**src/pjq_pkg.sv**
```systemverilog
// shared types and codes for the print job priority queue
package pjq_pkg;

    localparam logic [1:0] REQ_INSERT = 2'd0;
    localparam logic [1:0] REQ_RAISE  = 2'd1;
    localparam logic [1:0] REQ_PRINT  = 2'd2;
    localparam logic [1:0] REQ_PURGE  = 2'd3;

    localparam logic [2:0] ST_DONE      = 3'd0;
    localparam logic [2:0] ST_MERGED    = 3'd1;
    localparam logic [2:0] ST_NOT_FOUND = 3'd2;
    localparam logic [2:0] ST_EMPTY     = 3'd3;
    localparam logic [2:0] ST_FULL      = 3'd4;

    localparam logic [15:0] MAX_COPIES = 16'hFFFF;
    localparam logic [3:0]  PRIO_FLOOR = 4'd1;

    // cell operations
    localparam logic [1:0] CK_HOLD      = 2'd0;
    localparam logic [1:0] CK_ADD       = 2'd1;
    localparam logic [1:0] CK_SHIFT_IN  = 2'd2;
    localparam logic [1:0] CK_SHIFT_OUT = 2'd3;

    typedef struct packed {
        logic [1:0]  req_type;
        logic [15:0] job_code;
        logic [31:0] file_id;
        logic [7:0]  station;
        logic [3:0]  priority_req;
        logic [15:0] copies;
    } pjq_req_t;

    typedef struct packed {
        logic [2:0]  status;
        logic        head_valid;
        logic [15:0] out_job_code;
        logic [31:0] out_file_id;
        logic [7:0]  out_station;
        logic [3:0]  out_priority;
        logic [15:0] out_copies;
        logic [4:0]  occupancy;
    } pjq_resp_t;

    typedef struct packed {
        logic [15:0] code;
        logic [31:0] file;
        logic [7:0]  station;
        logic [3:0]  prio;
        logic [15:0] copies;
    } pjq_job_t;

    typedef struct packed {
        logic [1:0] kind;
        pjq_job_t   key;
        pjq_job_t   load;
    } pjq_cell_ctrl_t;

    typedef struct packed {
        logic merge_hit;
        logic code_hit;
        logic prio_le;
        logic station_hit;
    } pjq_flags_t;

endpackage

```
**src/pjq_cell.sv**
```systemverilog
// one queue slot: holds a job, compares it with the key, moves data to or from its neighbors
module pjq_cell #(
    parameter int CNT_W = 5
) (
    input  logic                    aclk,
    input  logic [CNT_W-1:0]        cell_idx,
    input  pjq_pkg::pjq_cell_ctrl_t ctrl,
    input  logic [CNT_W-1:0]        lo,
    input  logic [CNT_W-1:0]        hi,
    input  pjq_pkg::pjq_job_t       prev_job,
    input  pjq_pkg::pjq_job_t       next_job,
    output pjq_pkg::pjq_job_t       job,
    output pjq_pkg::pjq_flags_t     flags
);

    pjq_pkg::pjq_job_t job_reg;
    pjq_pkg::pjq_job_t job_next;
    logic [16:0]       sum;

    assign job = job_reg;
    assign sum = {1'b0, job_reg.copies} + {1'b0, ctrl.key.copies};

    always_comb begin
        flags.merge_hit   = (job_reg.file == ctrl.key.file) &&
                            (job_reg.station == ctrl.key.station) &&
                            (job_reg.prio != 4'd0);
        flags.code_hit    = (job_reg.code == ctrl.key.code) &&
                            (job_reg.prio > pjq_pkg::PRIO_FLOOR);
        flags.prio_le     = (job_reg.prio <= ctrl.key.prio);
        flags.station_hit = (job_reg.station == ctrl.key.station);
    end

    always_comb begin
        job_next = job_reg;
        case (ctrl.kind)
            pjq_pkg::CK_ADD: begin
                if (cell_idx == lo) begin
                    job_next.copies = sum[16] ? pjq_pkg::MAX_COPIES : sum[15:0];
                end
            end
            pjq_pkg::CK_SHIFT_IN: begin
                if (cell_idx == lo) begin
                    job_next = ctrl.load;
                end else if (cell_idx > lo && cell_idx <= hi) begin
                    job_next = prev_job;
                end
            end
            pjq_pkg::CK_SHIFT_OUT: begin
                if (cell_idx >= lo) begin
                    job_next = next_job;
                end
            end
            default: begin
                job_next = job_reg;
            end
        endcase
    end

    always_ff @(posedge aclk) begin
        job_reg <= job_next;
    end

endmodule

```
**config.mk**
```make
export PLATFORM = sky130hd
export DESIGN_NAME = pjq_cell
export DESIGN_NICKNAME = d
export VERILOG_FILES = /design/src/pjq_pkg.sv /design/src/pjq_cell.sv
export SDC_FILE = /design/constraint.sdc
export NUM_CORES = 1
export LEC_CHECK = 0
export BUFFER_PORTS_ARGS = -buffer_cell sky130_fd_sc_hd__buf_2
export CAP_MARGIN = 20
export CORE_AREA = 3 3 156 158
export CTS_CLUSTER_DIAMETER = 100
export DETAILED_ROUTE_END_ITERATION = 6
export DIE_AREA = 0 0 159 161
export MAX_ROUTING_LAYER = met4
export SYNTH_ARGS = -nofsm -noshare
export SYNTH_HDL_FRONTEND = slang
export SYNTH_SLANG_ARGS = --single-unit
```
**constraint.sdc**
```tcl
create_clock -name aclk -period 11 [get_ports aclk]
set_clock_uncertainty 0.2 [all_clocks]
set_input_delay 0 -clock aclk [delete_from_list [all_inputs] [get_ports aclk]]
set_output_delay 0 -clock aclk [all_outputs]
set_load 0.02 [all_outputs]
```
# After elaboration in Yosys (flattened, before gate mapping)
# Cells that the tools add are included.
# op_classes
n_addsub	1
muxes	7
order_cmp	5
n_reduce_logical	9
eq_ne	10
# ops
op	n
$mux W76	3
$pmux W60 S2	1
$pmux W16 S3	1
$eq A32 B32 Y1	1
$mux W16	2
$add A16 B16 Y17	1
$eq A16 B16 Y1	1
$eq A8 B8 Y1	1
$eq A5 B5 Y1	1
$ge A5 B5 Y1	1
$gt A5 B5 Y1	1
$le A5 B5 Y1	1
$eq A2 B2 Y1 const B	2
$gt A4 B1 Y1 const B	1
$le A4 B4 Y1	1
$logic_and A1 B1 Y1	4
$ne A2 B2 Y1 const B	2
$reduce_and A4 Y1	1
$reduce_bool A4 Y1	1
$ne A3 B3 Y1 const B	1
$reduce_and A3 Y1	1
$reduce_bool A3 Y1	1
$eq A2 B1 Y1 const B	1
$reduce_bool A2 Y1	1
# word_totals
output_inout_bits	80
word_cells	37
regBits	76

# Longest topological paths before layout
# logic_depth
ltp_word	5
ltp_mapped	10

# Worst setup path after synthesis
# Ideal clock, no wire load.
# synth_path
kind	input to register
start	input port lo[2]
end	register job_reg, in the netlist job[16] (enable)
path_stages	10
required_ns	10.322
arrival_ns	3.715
setup_time_ns	0.478
path_slack_ns	6.607
path_cell_list	inv_1 > ha_1 > and4_1 > buf_2 > nand2_1 > buf_2 > buf_4 > nand2_1 > a21oi_1 > nor2_1
# synth_between
elab_chain_cells	4
elab_cells_between_ends	7
# synth_rtl
item	line_no	source
start, declared	pjq_cell.sv:8	input logic [CNT_W-1:0] lo,
$gt A5 B5 Y1	pjq_cell.sv:44	end else if (cell_idx > lo && cell_idx <= hi) begin
$logic_and A1 B1 Y1	pjq_cell.sv:44	
$ne A3 B3 Y1 (no source line)	--	
$reduce_and A3 Y1 (no source line) (*)	--	
end signal, assigned	pjq_cell.sv:60	job_reg <= job_next;
end, declared	pjq_cell.sv:16	pjq_pkg::pjq_job_t job_reg;
# Every way passes the cells marked *; elsewhere a longest branch is shown, timed or not.
# A chain may end at the register's enable or synchronous reset.

==> results by group <==
Drt
  – Initial drt markers: 313
  – Final WL: 23300 um
  – DR vias/cell: 4.53
  – Vias: 6442
  – Routed len/inst: 16.4 um
  – # DRC: 0
  – Drt pass-1 iters: 5
  – Antenna Violating Nets Remaining: 0

Yosys
  – Yosys cell types: 48
  – Net Count, Synth: 927
  – FF+latch count, synth: 76
  – Synthesized area per cell: 10.2 um2
  – Yosys warns: 0
  – Post-Syn Area: 5830 um2
  – Synth Flop Type: edfxtp_1
  – Post-Syn Instances: 574
  – Asr flop ratio synth: 0%
  – Register area share after synthesis: 39.2%
  – EDFF count, synth: 76

Placed design
  – Post-detail-place hpwl: 18200 um
  – # placed instances: 1269
  – IO buf count: 401
  – Placed inst area: 8140 um2
  – Global placement routability congestion: 0.895

STA
  – Unrepaired setup endpoints after global routing: no
  – Final period util: 33.6%
  – Hold Vio Cnt, Final: 0
  – Post-route minimum period: 3700 ps
  – F_max: 0.270 GHz
  – Setup TNS: 0 ps
  – Slew HR: 45.2%
  – Max-slew violations: 0
  – Slew @ Worst Pin: 822 ps
  – Final setup fails: 0

Clock tree
  – Clock Path Buffers: 2
  – Clk_lat worst skew: 340 ps
  – Max H-tree Level: 3
  – CTS sink cnt: 76
  – CTS resizes: 0
  – Worst-path clk slew: 70 ps
  – Hold-fix buffers, CTS: 137
  – CTS tree: done
  – Setup bufs post-CTS: 0
  – TritonCTS Buffers: 9
  – Clock Root Buffer: clkbuf_16

Worst setup path
  – Required time worst endpoint: 10890 ps
  – Critical Path Source Type: flip-flop
  – CP max stage delay: 600 ps
  – Largest delay share family, worst path: compound AO/OA/AOI/OAI gates
  – CP Capture Type: flip-flop
  – Critical path, cell by cell: ha_1 > fa_1 > a211oi_1 > o211ai_2 > a21oi_2 > a21boi_2 > nor2_2 > a22oi_1 > dlygate4sd3_1
  – Reg2reg path depth: 9
  – Worst-path cell with the longest stage delay: dlygate4sd3_1
  – Worst EP arrival: 3590 ps
  – Reg-to-reg slack, setup: 7300 ps
  – Worst path depth: 9
  – FF-to-FF Start: job[0]
  – Worst Path Buf+Inv: 1
  – Crit path max fanout: 14
  – R2r endpoint: job[0]
  – WS Path Type: reg2reg

Die
  – Cell Rows: 56
  – DIE AREA: 25600 um2
  – Core ar.: 23300 um2
  – Io pins: 402
  – Chip Height: 161 um
  – Starting Density: 25.0%
  – Die Width: 159 um

Final layout
  – Max FFs per register: 76
  – Share of cells above drive strength 1: 40.5%
  – NumNets Final: 1451
  – Final Instance Area: 9800 um2
  – Area Overhead vs Synth: 68.2%
  – Final cell count without fillers: 1423
  – Final Core Density: 42.1%

Power
  – Leakage: 0.00475 uW
  – Max VDD drop: 0.0567 mV
  – Power after layout: 1030 uW
  – Power density over cell area: 106 nW/um2

Min path
  – Hold Path Class: in2reg
  – Hold EP: job[7]
  – Critical hold path startpoint: prev_job[7]
  – Hold Crit Depth: 4

Global routing
  – Initial antenna violation count: 2
  – Global-route wire length before repair: 35600 um
  – Vias in the first global route: 6691
  – Grt ovf: 0
  – Largest net degree at the start of global routing: 89
  – Tot GR Track Use: 17.9%

Job
  – Maxcap violations: 0

Outcome
  – Status: finished clean
layout make-up:
type                    count  area [um2]
diodes                      1        2.50
clock buffers               9         225
clock inverters             7        57.6
fillers                  2286       13500
inverters                  20        75.1
multi-input cells         449        3350
flip-flops and latches     76        2280
well taps                 319         399
repair buffers            542        3410
cells in the mapped netlist (14+ instances only):
cell       n  area (um2)
xor2_1    26         228
xnor2_1   44         385
inv_1     20        75.1
o21ai_0   54         270
o21ai_1   14        70.1
a21oi_1   21         105
nand2_1   72         270
clkbuf_1  17        63.8
mux2i_1   74         741
edfxtp_1  76        2280
ha_1      30         375
worst max path at each step:
| stage | start | to | slack, ps |
|---|---|---|---|
| 2_1_floorplan | lo[2] | job[16] | 6610 |
| 3_3_place_gp | cell_idx[2] | job[17] | 7690 |
| 3_5_place_dp | cell_idx[2] | job[21] | 7640 |
| 4_1_cts | job[0] | job[0] | 7350 |
| 5_1_grt | job[0] | job[0] | 7110 |
| 6_report | job[0] | job[0] | 7300 |
metrics by stage:
step                worst slack [ps]  hold WS [ps]
finish                          7300          13.1
floorplan                       6610         -12.9
global route                    7110          10.5
CTS                             7350         0.487
global placement                7690          76.0
detailed placement              7640          79.2
cells in the final DEF (no fill, tap or decap), types with 4 or more instances in the layout:
cell / instances
nand2_1: 71
dlygate4sd3_1: 137
nor4_1: 7
a21o_1: 8
o21ai_1: 14
buf_2: 401
a22oi_1: 13
mux2_2: 13
o21ai_0: 54
mux2i_1: 74
buf_4: 4
ha_1: 30
nor2_1: 6
nand3_1: 6
inv_1: 20
xnor2_1: 44
xor2_1: 26
nor3_1: 9
a21oi_1: 21
edfxtp_1: 76
clkbuf_16: 9
nand4_1: 13
report_power, final:
group	switching (uW)	total [uW]	internal (uW)	leakage, uW
Combinational	182	365	182	0.00393
Sequential	23.3	384	361	0.000692
Clock	129	285	156	0.000129
cells by family after synthesis:
family                   share of synthesized area, %
AO/OA/AOI/OAI                                    14.5
AND/OR/NAND/NOR                                  9.90
multiplexers                                     15.4
flip-flops                                       39.2
XOR/XNOR                                         10.5
buffers and inverters                            3.67
adder cells (fa/ha/maj)                          6.79
layer usage:
layer	vias up	share of wire, %	global-route usage (%)
li1	3168	-	-
met1	2948	41	21.3
met2	298	51	31.4
met3	28	6.6	3.49
met4	0	1.5	4.14
met5	-	0	-
worst register-to-register path, cell delays in order, from the launching register on:
cell and delay [ps]:
edfxtp_1 390, ha_1 230, fa_1 430, a211oi_1 360, o211ai_2 150, a21oi_2 220, a21boi_2 100, nor2_2 570
a22oi_1 200, dlygate4sd3_1 600
No activity file was read; power rests on OpenSTA's default activity.
